<file path="config.mk">
export PLATFORM = sky130hd
export DESIGN_NAME = round_robin_task_scheduler_top
export DESIGN_NICKNAME = d
export VERILOG_FILES = /design/src/rtl/rrts_pkg.sv /design/src/rtl/rrts_ram.sv /design/src/rtl/round_robin_task_scheduler_top.sv
export SDC_FILE = /design/constraint.sdc
export NUM_CORES = 1
export LEC_CHECK = 0
export BUFFER_PORTS_ARGS = -buffer_cell sky130_fd_sc_hd__buf_4
export CELL_PAD_IN_SITES_DETAIL_PLACEMENT = 1
export CELL_PAD_IN_SITES_GLOBAL_PLACEMENT = 2
export CORE_MARGIN = 4
export CORE_UTILIZATION = 45
export CTS_CLUSTER_DIAMETER = 200
export DETAILED_ROUTE_END_ITERATION = 7
export PLACE_DENSITY = 0.92
export SLEW_MARGIN = 20
export SYNTH_ARGS = -nofsm -noshare
export SYNTH_HDL_FRONTEND = slang
export SYNTH_HIERARCHICAL = 1
export SYNTH_SLANG_ARGS = --single-unit
</file>
<file path="constraint.sdc">
create_clock -name i_clk -period 8 [get_ports i_clk]
set_input_delay 0.8 -clock i_clk [delete_from_list [all_inputs] [get_ports i_clk]]
set_output_delay 0.8 -clock i_clk [all_outputs]
set_load 0.005 [all_outputs]
</file>
<file path="src/rtl/rrts_pkg.sv">
package rrts_pkg;

    localparam logic [2:0] ST_READY      = 3'd0;
    localparam logic [2:0] ST_RUNNING    = 3'd1;
    localparam logic [2:0] ST_BLOCKED1   = 3'd2;
    localparam logic [2:0] ST_BLOCKED2   = 3'd3;
    localparam logic [2:0] ST_TERMINATED = 3'd4;

    localparam logic [2:0] K_TICK  = 3'd0;
    localparam logic [2:0] K_DONE1 = 3'd1;
    localparam logic [2:0] K_DONE2 = 3'd2;
    localparam logic [2:0] K_SYS   = 3'd3;
    localparam logic [2:0] K_PC    = 3'd4;
    localparam logic [2:0] K_TERM  = 3'd5;

    typedef enum logic [3:0] {
        S_IDLE,
        S_DEC,
        S_SYS,
        S_UNB_RD,
        S_UNB,
        S_PREEMPT,
        S_POP_RD,
        S_POP,
        S_REPORT,
        S_OUT
    } t_state;

endpackage

</file>
<file path="src/rtl/rrts_ram.sv">
module rrts_ram #(
    parameter int WIDTH = 8,
    parameter int DEPTH = 16
) (
    input  logic                     i_clk,
    input  logic                     i_we,
    input  logic [$clog2(DEPTH)-1:0] i_waddr,
    input  logic [WIDTH-1:0]         i_wdata,
    input  logic [$clog2(DEPTH)-1:0] i_raddr,
    output logic [WIDTH-1:0]         o_rdata
);
    logic [WIDTH-1:0] r_mem [DEPTH];

    always_ff @(posedge i_clk) begin
        if (i_we) begin
            r_mem[i_waddr] <= i_wdata;
        end
        o_rdata <= r_mem[i_raddr];
    end
endmodule

</file>
<file path="src/rtl/round_robin_task_scheduler_top.sv">
// Round-robin scheduler for NUM_TASKS tasks. One request is taken when
// i_valid is high and o_stall low; one result comes back per request. A
// request runs S_DEC, then S_SYS, S_UNB_RD/S_UNB, S_PREEMPT or none, then
// S_REPORT and S_OUT; a tick or blocking syscall also runs S_POP_RD, S_POP
// for each entry popped from the ready FIFO (stale entries are skipped one
// per pass through the single FIFO read port). After reset the ready FIFO
// is filled one entry a cycle, min(NUM_TASKS-1, QUEUE_DEPTH) entries, during
// which no request is taken. Task tables are registers, the three FIFOs RAMs.
module round_robin_task_scheduler_top #(
    parameter int NUM_TASKS   = 8,
    parameter int QUEUE_DEPTH = 16
) (
    input  logic        i_clk,
    input  logic        i_rst_n,
    input  logic        i_valid,
    output logic        o_stall,
    input  logic [2:0]  i_kind,
    input  logic [2:0]  i_task_req,
    input  logic        i_device,
    input  logic [15:0] i_pc_value,
    output logic        o_valid,
    input  logic        i_stall,
    output logic        o_stop_valid,
    output logic [2:0]  o_stop_task,
    output logic        o_start_valid,
    output logic [2:0]  o_start_task,
    output logic        o_running_valid,
    output logic [2:0]  o_running_task,
    output logic        o_dropped,
    output logic        o_all_done,
    output logic [2:0]  o_task_status,
    output logic [15:0] o_task_pc,
    output logic [15:0] o_dev1_accesses,
    output logic [15:0] o_dev2_accesses
);
    import rrts_pkg::*;

    localparam int TW = (NUM_TASKS > 1) ? $clog2(NUM_TASKS) : 1;
    localparam int QW = (QUEUE_DEPTH > 1) ? $clog2(QUEUE_DEPTH) : 1;
    localparam int CW = $clog2(QUEUE_DEPTH + 1);
    localparam int FW = $clog2(NUM_TASKS + 1);
    localparam int NINIT = (NUM_TASKS - 1 < QUEUE_DEPTH) ? NUM_TASKS - 1 : QUEUE_DEPTH;
    localparam logic [CW-1:0] QFULL = CW'(QUEUE_DEPTH);
    localparam logic [CW-1:0] CINIT = CW'(NINIT);

    t_state r_state, n_state;

    logic [2:0]  r_st [NUM_TASKS];
    logic [15:0] r_pc [NUM_TASKS];
    logic [15:0] r_c1 [NUM_TASKS];
    logic [15:0] r_c2 [NUM_TASKS];
    logic [NUM_TASKS-1:0] r_fr, r_f1, r_f2;
    logic [QW-1:0] r_rh, r_rt, r_h1, r_t1, r_h2, r_t2;
    logic [CW-1:0] r_rc, r_c1n, r_c2n;
    logic          r_cv;
    logic [TW-1:0] r_ct;
    logic [FW-1:0] r_fin;
    logic          r_init;
    logic [CW-1:0] r_icnt;

    logic [2:0]  r_kind, r_treq;
    logic        r_dev;
    logic [15:0] r_pcv;
    logic        r_stop, r_start, r_drop;
    logic [2:0]  r_stopt, r_startt;

    // payload / outputs
    logic        r_ov;
    logic        tv;
    logic [TW-1:0] t;
    assign tv = ({29'd0, r_treq} < 32'(NUM_TASKS));
    assign t  = TW'(r_treq);

    // ram ports
    logic          rq_we, d1_we, d2_we;
    logic [QW-1:0] rq_wa, d1_wa, d2_wa;
    logic [2:0]    rq_wd, d1_wd, d2_wd;
    logic [2:0]    rq_rd, d1_rd, d2_rd;

    rrts_ram #(.WIDTH(3), .DEPTH(QUEUE_DEPTH)) u_rq (
        .i_clk(i_clk), .i_we(rq_we), .i_waddr(rq_wa), .i_wdata(rq_wd),
        .i_raddr(r_rh), .o_rdata(rq_rd));
    rrts_ram #(.WIDTH(3), .DEPTH(QUEUE_DEPTH)) u_d1 (
        .i_clk(i_clk), .i_we(d1_we), .i_waddr(d1_wa), .i_wdata(d1_wd),
        .i_raddr(r_h1), .o_rdata(d1_rd));
    rrts_ram #(.WIDTH(3), .DEPTH(QUEUE_DEPTH)) u_d2 (
        .i_clk(i_clk), .i_we(d2_we), .i_waddr(d2_wa), .i_wdata(d2_wd),
        .i_raddr(r_h2), .o_rdata(d2_rd));
    assign d1_wa = r_t1;
    assign d2_wa = r_t2;

    function automatic logic [QW-1:0] qinc(input logic [QW-1:0] p);
        qinc = ({{(32-QW){1'b0}}, p} == 32'(QUEUE_DEPTH - 1)) ? '0 : p + 1'b1;
    endfunction

    // ready-push request, resolved in clocked block
    logic          push_en;
    logic [TW-1:0] push_t;
    logic          pop_ok, pop_valid;
    logic [TW-1:0] pop_t;
    logic [TW-1:0] unb_t;
    logic          unb_ok;

    assign pop_valid = ({29'd0, rq_rd} < 32'(NUM_TASKS));
    assign pop_t     = TW'(rq_rd);
    assign pop_ok    = pop_valid && (r_st[pop_t] == ST_READY);
    assign unb_t     = TW'(r_kind == K_DONE1 ? d1_rd : d2_rd);
    assign unb_ok    = ({29'd0, (r_kind == K_DONE1 ? d1_rd : d2_rd)} < 32'(NUM_TASKS));

    always_comb begin
        push_en = 1'b0;
        push_t  = r_ct;
        unique case (r_state)
            S_PREEMPT: begin
                push_en = r_cv && (r_st[r_ct] == ST_RUNNING);
                push_t  = r_ct;
            end
            S_UNB: begin
                push_en = unb_ok && (r_st[unb_t] != ST_TERMINATED);
                push_t  = unb_t;
            end
            default: ;
        endcase
    end

    logic push_do, push_drop;
    assign push_drop = push_en && !r_fr[push_t] && (r_rc >= QFULL);
    assign push_do   = push_en && !r_fr[push_t] && (r_rc < QFULL);

    assign rq_we = r_init ? 1'b1 : push_do;
    assign rq_wa = r_init ? QW'(r_icnt) : r_rt;
    assign rq_wd = r_init ? 3'(r_icnt + 1'b1) : 3'(push_t);

    logic s_push1, s_push2;
    assign s_push1 = (r_state == S_SYS) && tv && !r_dev && !r_f1[t] && (r_c1n < QFULL);
    assign s_push2 = (r_state == S_SYS) && tv &&  r_dev && !r_f2[t] && (r_c2n < QFULL);
    assign d1_we = s_push1;
    assign d2_we = s_push2;
    assign d1_wd = 3'(t);
    assign d2_wd = 3'(t);

    always_comb begin
        n_state = r_state;
        unique case (r_state)
            S_IDLE:    if (i_valid && !o_stall) n_state = S_DEC;
            S_DEC: begin
                n_state = S_REPORT;
                if (r_kind == K_TICK) n_state = S_PREEMPT;
                else if (r_kind == K_DONE1 && r_c1n != '0) n_state = S_UNB_RD;
                else if (r_kind == K_DONE2 && r_c2n != '0) n_state = S_UNB_RD;
                else if (r_kind == K_SYS && tv) n_state = S_SYS;
            end
            S_SYS:     n_state = (r_cv && r_ct == t) ? S_POP_RD : S_REPORT;
            S_UNB_RD:  n_state = S_UNB;
            S_UNB:     n_state = S_REPORT;
            S_PREEMPT: n_state = S_POP_RD;
            S_POP_RD:  n_state = (r_rc == '0) ? S_REPORT : S_POP;
            S_POP:     n_state = pop_ok ? S_REPORT : S_POP_RD;
            S_REPORT:  n_state = S_OUT;
            S_OUT:     if (!i_stall) n_state = S_IDLE;
            default:   n_state = S_IDLE;
        endcase
    end

    assign o_stall = r_init || (r_state != S_IDLE);

    always_ff @(posedge i_clk) begin
        if (!i_rst_n) begin
            r_state <= S_IDLE;
            for (int i = 0; i < NUM_TASKS; i++) begin
                r_st[i] <= (i == 0) ? ST_RUNNING : ST_READY;
                r_pc[i] <= '0;
                r_c1[i] <= '0;
                r_c2[i] <= '0;
                r_fr[i] <= (i >= 1 && i <= NINIT);
            end
            r_f1 <= '0;
            r_f2 <= '0;
            r_rh <= '0;
            r_rt <= QW'(NINIT % QUEUE_DEPTH);
            r_rc <= CINIT;
            r_h1 <= '0; r_t1 <= '0; r_c1n <= '0;
            r_h2 <= '0; r_t2 <= '0; r_c2n <= '0;
            r_cv <= 1'b1;
            r_ct <= '0;
            r_fin <= '0;
            r_init <= (NINIT > 0);
            r_icnt <= '0;
            r_ov <= 1'b0;
        end else begin
            r_state <= n_state;
            if (r_init) begin
                r_icnt <= r_icnt + 1'b1;
                if (r_icnt + 1'b1 == CINIT) r_init <= 1'b0;
            end
            if (push_do) begin
                r_rt <= qinc(r_rt);
                r_fr[push_t] <= 1'b1;
            end
            unique case (r_state)
                S_IDLE: if (i_valid && !o_stall) begin
                    r_kind <= i_kind; r_treq <= i_task_req;
                    r_dev <= i_device; r_pcv <= i_pc_value;
                    r_stop <= 1'b0; r_start <= 1'b0; r_drop <= 1'b0;
                    r_stopt <= '0; r_startt <= '0;
                end
                S_DEC: begin
                    if (r_kind == K_PC && tv) r_pc[t] <= r_pcv;
                    if (r_kind == K_TERM) begin
                        if ({{(32-FW){1'b0}}, r_fin} < 32'(NUM_TASKS)) r_fin <= r_fin + 1'b1;
                        if (tv) begin
                            r_st[t] <= ST_TERMINATED;
                            r_fr[t] <= 1'b0; r_f1[t] <= 1'b0; r_f2[t] <= 1'b0;
                        end
                    end
                end
                S_SYS: begin
                    r_pc[t] <= r_pcv;
                    r_stop <= 1'b1; r_stopt <= r_treq;
                    if (!r_dev) begin
                        r_st[t] <= ST_BLOCKED1;
                        if (r_c1[t] != 16'hFFFF) r_c1[t] <= r_c1[t] + 1'b1;
                        if (!r_f1[t]) begin
                            if (r_c1n >= QFULL) r_drop <= 1'b1;
                            else begin
                                r_t1 <= qinc(r_t1); r_c1n <= r_c1n + 1'b1;
                                r_f1[t] <= 1'b1;
                            end
                        end
                    end else begin
                        r_st[t] <= ST_BLOCKED2;
                        if (r_c2[t] != 16'hFFFF) r_c2[t] <= r_c2[t] + 1'b1;
                        if (!r_f2[t]) begin
                            if (r_c2n >= QFULL) r_drop <= 1'b1;
                            else begin
                                r_t2 <= qinc(r_t2); r_c2n <= r_c2n + 1'b1;
                                r_f2[t] <= 1'b1;
                            end
                        end
                    end
                    if (r_cv && r_ct == t) r_cv <= 1'b0;
                end
                S_UNB_RD: begin
                    if (r_kind == K_DONE1) begin
                        r_h1 <= qinc(r_h1); r_c1n <= r_c1n - 1'b1;
                    end else begin
                        r_h2 <= qinc(r_h2); r_c2n <= r_c2n - 1'b1;
                    end
                end
                S_UNB: begin
                    if (unb_ok) begin
                        if (r_kind == K_DONE1) r_f1[unb_t] <= 1'b0;
                        else r_f2[unb_t] <= 1'b0;
                        if (r_st[unb_t] != ST_TERMINATED) r_st[unb_t] <= ST_READY;
                    end
                    if (push_drop) r_drop <= 1'b1;
                    if (push_do) r_rc <= r_rc + 1'b1;
                end
                S_PREEMPT: begin
                    if (r_cv && r_st[r_ct] == ST_RUNNING) begin
                        r_stop <= 1'b1; r_stopt <= 3'(r_ct);
                        r_st[r_ct] <= ST_READY;
                    end
                    r_cv <= 1'b0;
                    if (push_drop) r_drop <= 1'b1;
                    if (push_do) r_rc <= r_rc + 1'b1;
                end
                S_POP_RD: if (r_rc != '0) begin
                    r_rh <= qinc(r_rh);
                    r_rc <= r_rc - 1'b1;
                end
                S_POP: begin
                    if (pop_valid) r_fr[pop_t] <= 1'b0;
                    if (pop_ok) begin
                        r_st[pop_t] <= ST_RUNNING;
                        r_cv <= 1'b1; r_ct <= pop_t;
                        r_start <= 1'b1; r_startt <= 3'(pop_t);
                    end
                end
                S_REPORT: begin
                    r_ov <= 1'b1;
                    o_stop_valid    <= r_stop;
                    o_stop_task     <= r_stopt;
                    o_start_valid   <= r_start;
                    o_start_task    <= r_startt;
                    o_running_valid <= r_cv;
                    o_running_task  <= r_cv ? 3'(r_ct) : 3'd0;
                    o_dropped       <= r_drop;
                    o_all_done      <= ({{(32-FW){1'b0}}, r_fin} >= 32'(NUM_TASKS));
                    o_task_status   <= tv ? r_st[t] : 3'd0;
                    o_task_pc       <= tv ? r_pc[t] : 16'd0;
                    o_dev1_accesses <= tv ? r_c1[t] : 16'd0;
                    o_dev2_accesses <= tv ? r_c2[t] : 16'd0;
                end
                S_OUT: if (!i_stall) r_ov <= 1'b0;
                default: ;
            endcase
        end
    end

    assign o_valid = r_ov;
endmodule
</file>
==> flow_summary.ini, run 1 <==
[grt]
grt_pass1_wl_um = 143000
first_global_vias = 22900
track_usage_pct = 24.0
grt_max_degree = 52
grt_overflow = 0
antenna_found_initial = 0

[run]
drv_cap = 0

[worst_hold_path]
whs_endpoint = r_pcv[3]$_DFFE_PP_
min_from = i_pc_value[3]
min_path_type = input pin to register
hold_depth = 1

[synthesis]
synth_top_family_by_area = simple AND/OR/NAND/NOR gates
synthFlopType = edfxtp_1
post-synth-top-area-cell = edfxtp_1
synth_edf_count = 649
synth-compound-area-share_pct = 7.24
synth_common_cells = edfxtp_1, nor2_1, and2_1
ys_types = 84
synthSimpleGateAreaFrac_pct = 13.8
syn_nets = 2502
synth_xor_area_share_pct = 1.36
synth_most_common_cell = edfxtp_1
ys_async_sr_fraction_pct = 0
synth_area_leaders = edfxtp_1, dfxtp_1, mux4_2
synth_seq_cells = 746
synthAdderAreaFrac_pct = 0.980
avgSynthCellArea_um2 = 13.4
syn_inst = 2451
synth_warnings = 6
seq_area_frac_synth_pct = 65.0
synth.area.mux_share_pct = 9.07
syn_area_um2 = 33000
synth_top_area_share_pct = 59.1

[clock_network]
clk_latency_ns = 0.66
root_buffer = clkbuf_16
cts_resized = 0
postCtsHoldBufs = 0
clock_path_buffers = 3
cts.sinks = 746
post_cts_buffers = 0
cts_made_buffers = 81
cts-htree-levels = 3
cts_tree = yes
path_clk_slew_ns = 0.06

[worst_setup_path]
timing.rr.end = r_c2[5][9]$_SDFFCE_PN0P_
end_kind = register
cp.arrival_ns = 5.60
worst_path_max_delay_cell = dfxtp_4
max_stage_delay_ns = 0.91
cp_cell_sequence = buf_4 -> mux4_2 -> mux2_2 -> ha_1 -> and3_1 -> nand2_1 -> nand4b_1 -> nand4_2 -> nand2_1
cp_max_fo = 43
required_ns = 8.26
r2r_setup_slack_ns = 2.66
path_class = register to register
start_kind = register
cp_common_cell = nand2_1
reg2reg_depth = 9
crit_family = simple AND/OR/NAND/NOR gates
cp_num_buf_inv = 1

[sta]
clock_skew_ns = 0.0273
drv_slew = 0
setup_viol = 0
final.setup.tns_ns = 0
tightestPinTransition_ns = 1.23
finalCritPeriodShare_pct = 66.7
relSlewSlack_pct = 17.8
hold_violations = 0
fmax_mhz = 187
finalCriticalPeriod_ns = 5.34
rsz0062_at_grt = false

[layout]
drive_gt1_share_pct = 15.7
area_delta_synth_final_pct = 12.9
multi_input_area_um2 = 10800
regArea_um2 = 21400
num_antenna_cells = 0
num-nets-final = 2583
num-fill-cells = 7061
post-route-util_pct = 51.7

[place]
numPortBuffers = 93
place_congestion = 0.891
dp_hpwl_um = 61600

[power_and_ir_drop]
power.density_nw_per_um2 = 227
vdd.ir_drop.worst_mv = 0.183
p_leak_nw = 12.8

[routing]
postRouteAntennaNets = 0
post_drt_wl_per_cell_um = 26.4
totalWireLength_um = 93900
remaining_drc_errors = 0
via_per_inst = 6.08
drt-pass1-iter-count = 5
drtIter0Drc = 2451
vias = 21600

[floorplan]
io_pins = 94
row_count = 98
coreArea_um2 = 72000
die_height_um = 279
dieArea_um2 = 77600
start_util_pct = 45.8
die_w_um = 279

[status]
run_status = completed
==> final cells by class <==
type	instances	share of cell area, %
multi-input combinational	1519	28.9
sequential	746	57.6
timing repair buffer	134	2.70
inverter	50	0.504
tap	950	3.19
clock inverter	42	1.22
clock buffer	109	5.84
==> cells by family (layout without fill, tap and decap cells) <==
kind of cell / after synthesis / after routing
DFF: 746 / 746
muxes: 160 / 160
buffers and inverters: 186 / 335
xor gates and xnor gates: 51 / 51
and+or+nand+nor: 930 / 930
adders and majority gates: 24 / 24
AOI/OAI and AO/OA: 354 / 354
==> cell usage in the layout (no fill, tap or decap), types with 13 or more instances in the layout <==
cell type | netlist | layout
o21ai_1 | 6 | 14
nand2_1 | 129 | 129
xnor2_1 | 27 | 24
inv_1 | 48 | 48
nand4_1 | 28 | 28
nand3_1 | 42 | 42
mux4_2 | 76 | 76
a22oi_1 | 95 | 95
ha_1 | 21 | 21
mux4_1 | 24 | 24
and2_1 | 139 | 139
nor2_1 | 417 | 415
a21oi_1 | 66 | 66
xor2_1 | 24 | 22
mux2_2 | 26 | 26
clkbuf_1 | 83 | 24
nand2b_1 | 17 | 17
dfxtp_1 | 97 | 94
edfxtp_1 | 649 | 649
clkinv_2 | 0 | 13
mux2i_1 | 31 | 31
nor4_1 | 22 | 22
clkbuf_16 | 0 | 81
o21ai_0 | 82 | 71
a31oi_1 | 22 | 22
buf_4 | 4 | 134
nor3_1 | 29 | 27
nor2b_1 | 14 | 14
==> registers in the layout (all words and copies together), names as in the netlist, 8 cells and up, named ones only <==
| name | flops |
|---|---|
| r_c1 | 128 |
| u_rq/r_mem | 48 |
| u_d2/r_mem | 48 |
| o_dev1_accesses | 16 |
| r_f1 | 8 |
| u_d1/r_mem | 48 |
| r_f2 | 8 |
| o_task_pc | 16 |
| r_pc | 128 |
| r_fr | 8 |
| o_dev2_accesses | 16 |
| r_st | 24 |
| r_c2 | 128 |
| r_pcv | 16 |
==> worst max path at each step <==
| stage | start | endpoint | slack [ns] | cells after the start |
|---|---|---|---|---|
| 5_1_grt | register | r_c2[1][13]$_SDFFCE_PN0P_ | 2.28 | 9 |
| 2_1_floorplan | i_rst_n | o_all_done$_DFFE_PP_ | 1.50 | 4 |
| 3_3_place_gp | register | r_c2[1][13]$_SDFFCE_PN0P_ | 2.98 | 9 |
| 3_5_place_dp | register | r_c2[5][12]$_SDFFCE_PN0P_ | 2.74 | 9 |
| 4_1_cts | register | r_c2[5][9]$_SDFFCE_PN0P_ | 2.70 | 9 |
| 6_report | register | r_c2[5][9]$_SDFFCE_PN0P_ | 2.66 | 9 |
==> metal layers <==
metal	wire length [um]	part of all wire, %	up-vias	track usage [%]
li1	-	-	9394	-
met1	37700	40	11200	31.9
met2	47100	50	837	40.4
met3	6040	6.4	187	3.55
met4	3070	3.3	0	8.47
met5	0	0	-	0
==> report_power, final <==
part / switching [W] / internal [W] / total [W]
sequential: 0.0000672 / 0.00433 / 0.00440
clock: 0.00159 / 0.00213 / 0.00372
combinational: 0.000231 / 0.000104 / 0.000335
==> stage by stage <==
stage / instance area, um^2 / cells / hold slack (ns) / power [W] / worst slack (ns)
floorplan: 33000 / 2451 / 0.400 / 0.00464 / 1.50
global placement: 34500 / 3399 / 0.404 / 0.00478 / 2.98
detailed placement: 34500 / 3399 / 0.407 / 0.00480 / 2.74
CTS: 37200 / 3550 / 0.315 / 0.00851 / 2.70
global route: 37200 / 3550 / 0.323 / 0.00871 / 2.28
finish: 37200 / 3550 / 0.339 / 0.00846 / 2.66
Note: power is estimated with default switching activity, not from simulation.
==> run 2, diff against run 1 <==
- ABC_AREA: default -> 1
- CORE_UTILIZATION: 45 -> 37
- PLACE_DENSITY: 0.92 -> 0.87
- clock period: 8 -> 4.3 ns (I/O delays scaled with it)
==> run 2 against run 1 <==
Maximum frequency up 41%. Critical path type unchanged. Clock power up 91%. Die area up 25%. Cell count up 33%. Largest power group unchanged. Global-route usage down 4.1 points. Clock skew up 0.0062 ns. Worst setup slack worse by 2.1 ns. Critical endpoint is now r_c1[3][10]$_SDFFCE_PN0P_.
==> flow_summary.ini, run 2 <==
[synthesis]
ys_types = 63
post-synth-top-area-cell = edfxtp_1
synth_edf_count = 649
syn_area_um2 = 34100
synth_area_leaders = edfxtp_1, nor2_1, dfxtp_1
synth_seq_cells = 746
synth_common_cells = nor2_1, edfxtp_1, nand2_1
synth_top_area_share_pct = 57.1
syn_nets = 3385
synth_most_common_cell = nor2_1
synthFlopType = edfxtp_1
syn_inst = 3334
synth_warnings = 6
avgSynthCellArea_um2 = 10.2
ys_async_sr_fraction_pct = 0
seq_area_frac_synth_pct = 62.8

[floorplan]
io_pins = 94
coreArea_um2 = 91500
die_w_um = 312
die_height_um = 312
dieArea_um2 = 97100
start_util_pct = 37.3
row_count = 111

[layout]
reg_top3 = r_c1: 128 flops, r_c2: 128 flops, r_pc: 128 flops
area_delta_synth_final_pct = 14.0
num-nets-final = 3516
mostFrequentLayoutCell = nor2_1
num_antenna_cells = 0
drive_gt1_share_pct = 11.4
final_cell_mix = nor2_1, edfxtp_1, nand2_1

[sta]
clock_skew_ns = 0.0335
finalCriticalPeriod_ns = 3.78
fmax_mhz = 264
setup_viol = 0
rsz0062_at_grt = false
relSlewSlack_pct = 27.1
tightestPinTransition_ns = 1.09
finalCritPeriodShare_pct = 87.9
hold_violations = 0
final.setup.tns_ns = 0
drv_slew = 0

[routing]
post_drt_wl_per_cell_um = 20.7
via_per_inst = 5.27
vias = 24900
remaining_drc_errors = 0
drt-pass1-iter-count = 6
drtIter0Drc = 1987
totalWireLength_um = 97700
postRouteAntennaNets = 0

[power_and_ir_drop]
p_leak_nw = 14.9
power_w = 0.0163
p_int_w = 0.0126
p_seq_share_pct = 50.6
power_frac_clock_pct = 43.7
vdd.ir_drop.worst_mv = 0.289
power.density_nw_per_um2 = 419
swShare_pct = 23.0
power_frac_comb_pct = 5.7
switchingPower_w = 0.00375

[clock_network]
post_cts_buffers = 0
cts_tree = yes
clock_path_buffers = 3
postCtsHoldBufs = 23
cts.sinks = 746
clk_latency_ns = 0.65
cts_made_buffers = 86
cts-htree-levels = 3
cts_resized = 0
root_buffer = clkbuf_16
path_clk_slew_ns = 0.06

[worst_setup_path]
cp_cell_sequence = buf_4 -> o21ai_0 -> o22ai_1 -> inv_1 -> o21a_1 -> clkinv_1 -> ha_1 -> nand2_2 -> nor2_8 -> nand3_4 -> nor2_4 -> nand4_4 -> nand3_4 -> nand2_2
max_stage_delay_ns = 0.58
required_ns = 4.57
crit_family = simple AND/OR/NAND/NOR gates
cp_max_fo = 69
start_kind = register
cp.arrival_ns = 4.06
path_class = register to register
end_kind = register
cp_num_buf_inv = 3
worst_path_max_delay_cell = buf_4

[worst_hold_path]
min_path_type = input pin to register

[grt]
antenna_found_initial = 1
first_global_vias = 25900
grt_pass1_wl_um = 152000
grt_max_degree = 129
track_usage_pct = 19.8
grt_overflow = 0

[status]
run_status = completed

[place]
numPortBuffers = 93
dp_hpwl_um = 65100
place_congestion = 0.854

[run]
drv_cap = 0
-- run 2: layer usage --
| layer | routed length (um) | global-route usage (%) |
|---|---|---|
| met1 | 41700 | 26.1 |
| met3 | 5200 | 2.89 |
| met5 | 13 | 0 |
| met4 | 2370 | 5.44 |
| met2 | 48400 | 34.3 |
-- run 2: logic make-up after synthesis --
group                      synth area share [%]
DFF                                        62.8
AOI/OAI and AO/OA                          8.49
buffers and inverters                      6.70
adders and majority gates                 0.946
and+or+nand+nor                            19.9
xor gates and xnor gates                   1.13
-- run 2: power groups by stage --
stage	sequential [W]	clock, W	combinational (W)
3_3_place_gp	0.00839	0	0.000893
4_1_cts	0.00825	0.00728	0.000933
5_1_grt	0.00827	0.00759	0.00102
6_report	0.00825	0.00712	0.000924
2_1_floorplan	0.00835	0	0.000521
3_5_place_dp	0.00840	0	0.000909
-- run 2: area by class of cell --
cell class	instances	area [um^2]
clock buffers	121	2410
clock inverters	35	330
flip-flops and latches	746	21400
multi-input cells	2099	10400
fillers	10200	52600
inverters	351	1330
repair buffers	181	1470
well taps	1186	1480
-- run 2: path summary, 6_finish.rpt --
check	startpoint	end	slack, ns	depth (start not counted)
hold reg to reg	r_startt[0]$_SDFFCE_PN0P_	o_start_task[0]$_DFFE_PP_	0.42	0
hold / removal	i_stall	o_valid$_SDFFE_PN0P_	0.1	3
setup reg to reg	register	r_c1[3][10]$_SDFFCE_PN0P_	0.52	14
setup / recovery	register	r_c1[3][10]$_SDFFCE_PN0P_	0.52	14
-- run 2: worst min-delay path, stage by stage --
cell and delay [ns]:
buf_4 0.10, o211ai_1 0.09, o21ai_0 0.06
-- run 2: per-stage QoR --
stage                     utilization, %  instances  hold slack (ns)  area (um^2)  setup WS [ns]
after global placement              39.2       4540            0.410        35900          0.661
after detailed placement            39.2       4540            0.406        35900          0.528
after floorplan                        -       3334            0.400        34100          0.848
after CTS                           42.5       4719           0.0596        38900          0.487
after global routing                42.5       4719           0.0946        38900          0.173
final                               42.5       4719           0.0961        38900          0.519
==> run 3, diff against run 2 <==
- HOLD_SLACK_MARGIN: default -> 0.15
- PLACE_DENSITY: 0.87 -> 0.72
==> run 3 against run 2 <==
Non-clock buffer count is 19 higher. Die area stayed put. Global-route usage is 1.5 points higher. Design area is 0.62% higher. Combinational power is 3.0% higher. Wire length is 7.6% higher. Register-to-register slack worse by 0.08 ns. Clock skew is 0.019 ns lower. Clock power is 4.4% higher.
==> flow_summary.ini, run 3 (synthesis results as in run 2) <==
[status]
run_status = completed

[clock_network]
clock_path_buffers = 3
post_cts_buffers = 0
root_buffer = clkbuf_16
cts_resized = 0
path_clk_slew_ns = 0.06
cts.sinks = 746
cts-htree-levels = 3
cts_tree = yes
cts_made_buffers = 85
postCtsHoldBufs = 25
clk_latency_ns = 0.65

[worst_hold_path]
min_path_type = input pin to register
hold_depth = 4
whs_endpoint = r_state[0]$_SDFFE_PN0P_
min_from = i_valid

[grt]
grt_pass1_wl_um = 161000
track_usage_pct = 21.4
antenna_found_initial = 1
grt_max_degree = 57
first_global_vias = 26600
grt_overflow = 0

[routing]
postRouteAntennaNets = 0
totalWireLength_um = 105000
post_drt_wl_per_cell_um = 22.2
vias = 25100
remaining_drc_errors = 0
drtIter0Drc = 1920
drt-pass1-iter-count = 5
via_per_inst = 5.30

[worst_setup_path]
r2r_setup_slack_ns = 0.44
cp_max_fo = 13
end_kind = register
cp.arrival_ns = 4.18
required_ns = 4.62
timing.rr.end = u_rq/r_mem[4][0]$_DFFE_PP_
r2r_start = r_kind[2]$_DFFE_PP_
path_class = register to register
start_kind = register
reg2reg_depth = 17

[power_and_ir_drop]
switchingPower_w = 0.00380
power_frac_clock_pct = 44.7
vdd.ir_drop.worst_mv = 0.377
p_leak_nw = 15.0
power_frac_comb_pct = 5.7
p_seq_share_pct = 49.6
swShare_pct = 22.9
p_int_w = 0.0128
power.density_nw_per_um2 = 425

[layout]
num-nets-final = 3534
drive_gt1_share_pct = 12.3
reg_top3 = r_c1: 128 flops, r_c2: 128 flops, r_pc: 128 flops
final_cell_mix = nor2_1, edfxtp_1, nand2_1
mostFrequentLayoutCell = nor2_1
area_delta_synth_final_pct = 14.7
num-fill-cells = 10100
regArea_um2 = 21400
fin_area_um2 = 39100
multi_input_area_um2 = 10400

[sta]
relSlewSlack_pct = 29.4
drv_slew = 0
rsz0062_at_grt = false
clock_skew_ns = 0.0148
tightestPinTransition_ns = 1.06
fmax_mhz = 259
hold_violations = 0
finalCritPeriodShare_pct = 89.7
finalCriticalPeriod_ns = 3.86
setup_viol = 0
final.setup.tns_ns = 0

[floorplan]
dieArea_um2 = 97100
die_w_um = 312
coreArea_um2 = 91500
start_util_pct = 37.3
row_count = 111
die_height_um = 312
io_pins = 94

[place]
numPortBuffers = 93
dp_hpwl_um = 70500
place_area_um2 = 36000
place_congestion = 0.901

[run]
drv_cap = 0
[run 3: cell count changes in the layout (fill, tap and decap cells not counted), moves of 3 or more]
cell / previous run / this run
buf_4: 154 / 173
bufinv_16: 4 / 8
clkbuf_1: 27 / 19
clkbuf_8: 4 / 9
clkinv_1: 23 / 17
clkinvlp_4: 0 / 4
dfxtp_1: 95 / 92
dfxtp_2: 1 / 4
[run 3: metrics by stage]
stage                     hold slack, ns  std cells  total power [W]  setup WS (ns)  util [%]
after floorplan                    0.400       3334          0.00887          0.848         -
final                              0.257       4738           0.0166          0.444      42.7
after detailed placement           0.416       4557          0.00934          0.461      39.3
after global placement             0.406       4557          0.00931          0.601      39.3
after global routing               0.251       4737           0.0172         0.0888      42.7
after CTS                          0.213       4737           0.0168          0.442      42.7
[run 3: layer usage]
metal / up-vias / global-route usage (%) / share of wire, %
li1: 11700 / - / -
met1: 12700 / 28.7 / 44
met2: 615 / 36.2 / 48
met3: 161 / 3.21 / 5.1
met4: 0 / 5.92 / 2.6
met5: - / 0 / 0
[run 3: layout make-up]
cell class              instances  area share, %
well taps                    1186           3.79
repair buffers                200           4.06
flip-flops and latches        746           54.8
multi-input cells            2099           26.7
inverters                     351           3.39
clock buffers                 117           6.19
clock inverters                38           1.10
diodes                          1        0.00640
[run 3: critical path: stages, from the launching register on]
cell and delay [ns]:
edfxtp_1 0.40, inv_2 0.20, nand4_1 0.42, nand2_2 0.39, nand2_2 0.17, o21ai_2 0.27, inv_1 0.22, nand2_1 0.11
nand2_1 0.05, nand2_1 0.05, nand2_1 0.05, nand2_1 0.05, nand2_1 0.06, inv_2 0.06, nand3_2 0.23, nand2_1 0.23
nand3b_1 0.24, nor2_1 0.31
[run 3: power groups by stage]
| stage | sequential (W) | combinational, W | clock (W) |
|---|---|---|---|
| 2_1_floorplan | 0.00835 | 0.000521 | 0 |
| 3_3_place_gp | 0.00838 | 0.000923 | 0 |
| 3_5_place_dp | 0.00840 | 0.000940 | 0 |
| 4_1_cts | 0.00825 | 0.000962 | 0.00760 |
| 5_1_grt | 0.00826 | 0.00105 | 0.00789 |
| 6_report | 0.00824 | 0.000952 | 0.00743 |
[run 3: worst max-delay path by stage]
stage | startpoint | end | slack (ns) | cells after the start
floorplan | i_rst_n | d1_wd[0]$_DFFE_PP_ | 0.85 | 4
global placement | r_kind[2]$_DFFE_PP_ | u_rq/r_mem[6][0]$_DFFE_PP_ | 0.60 | 17
detailed placement | register | r_c1[3][10]$_SDFFCE_PN0P_ | 0.46 | 14
CTS | register | r_c1[3][14]$_SDFFCE_PN0P_ | 0.44 | 14
global route | r_kind[1]$_DFFE_PP_ | u_rq/r_mem[6][2]$_DFFE_PP_ | 0.09 | 17
finish | r_kind[2]$_DFFE_PP_ | u_rq/r_mem[4][0]$_DFFE_PP_ | 0.44 | 17
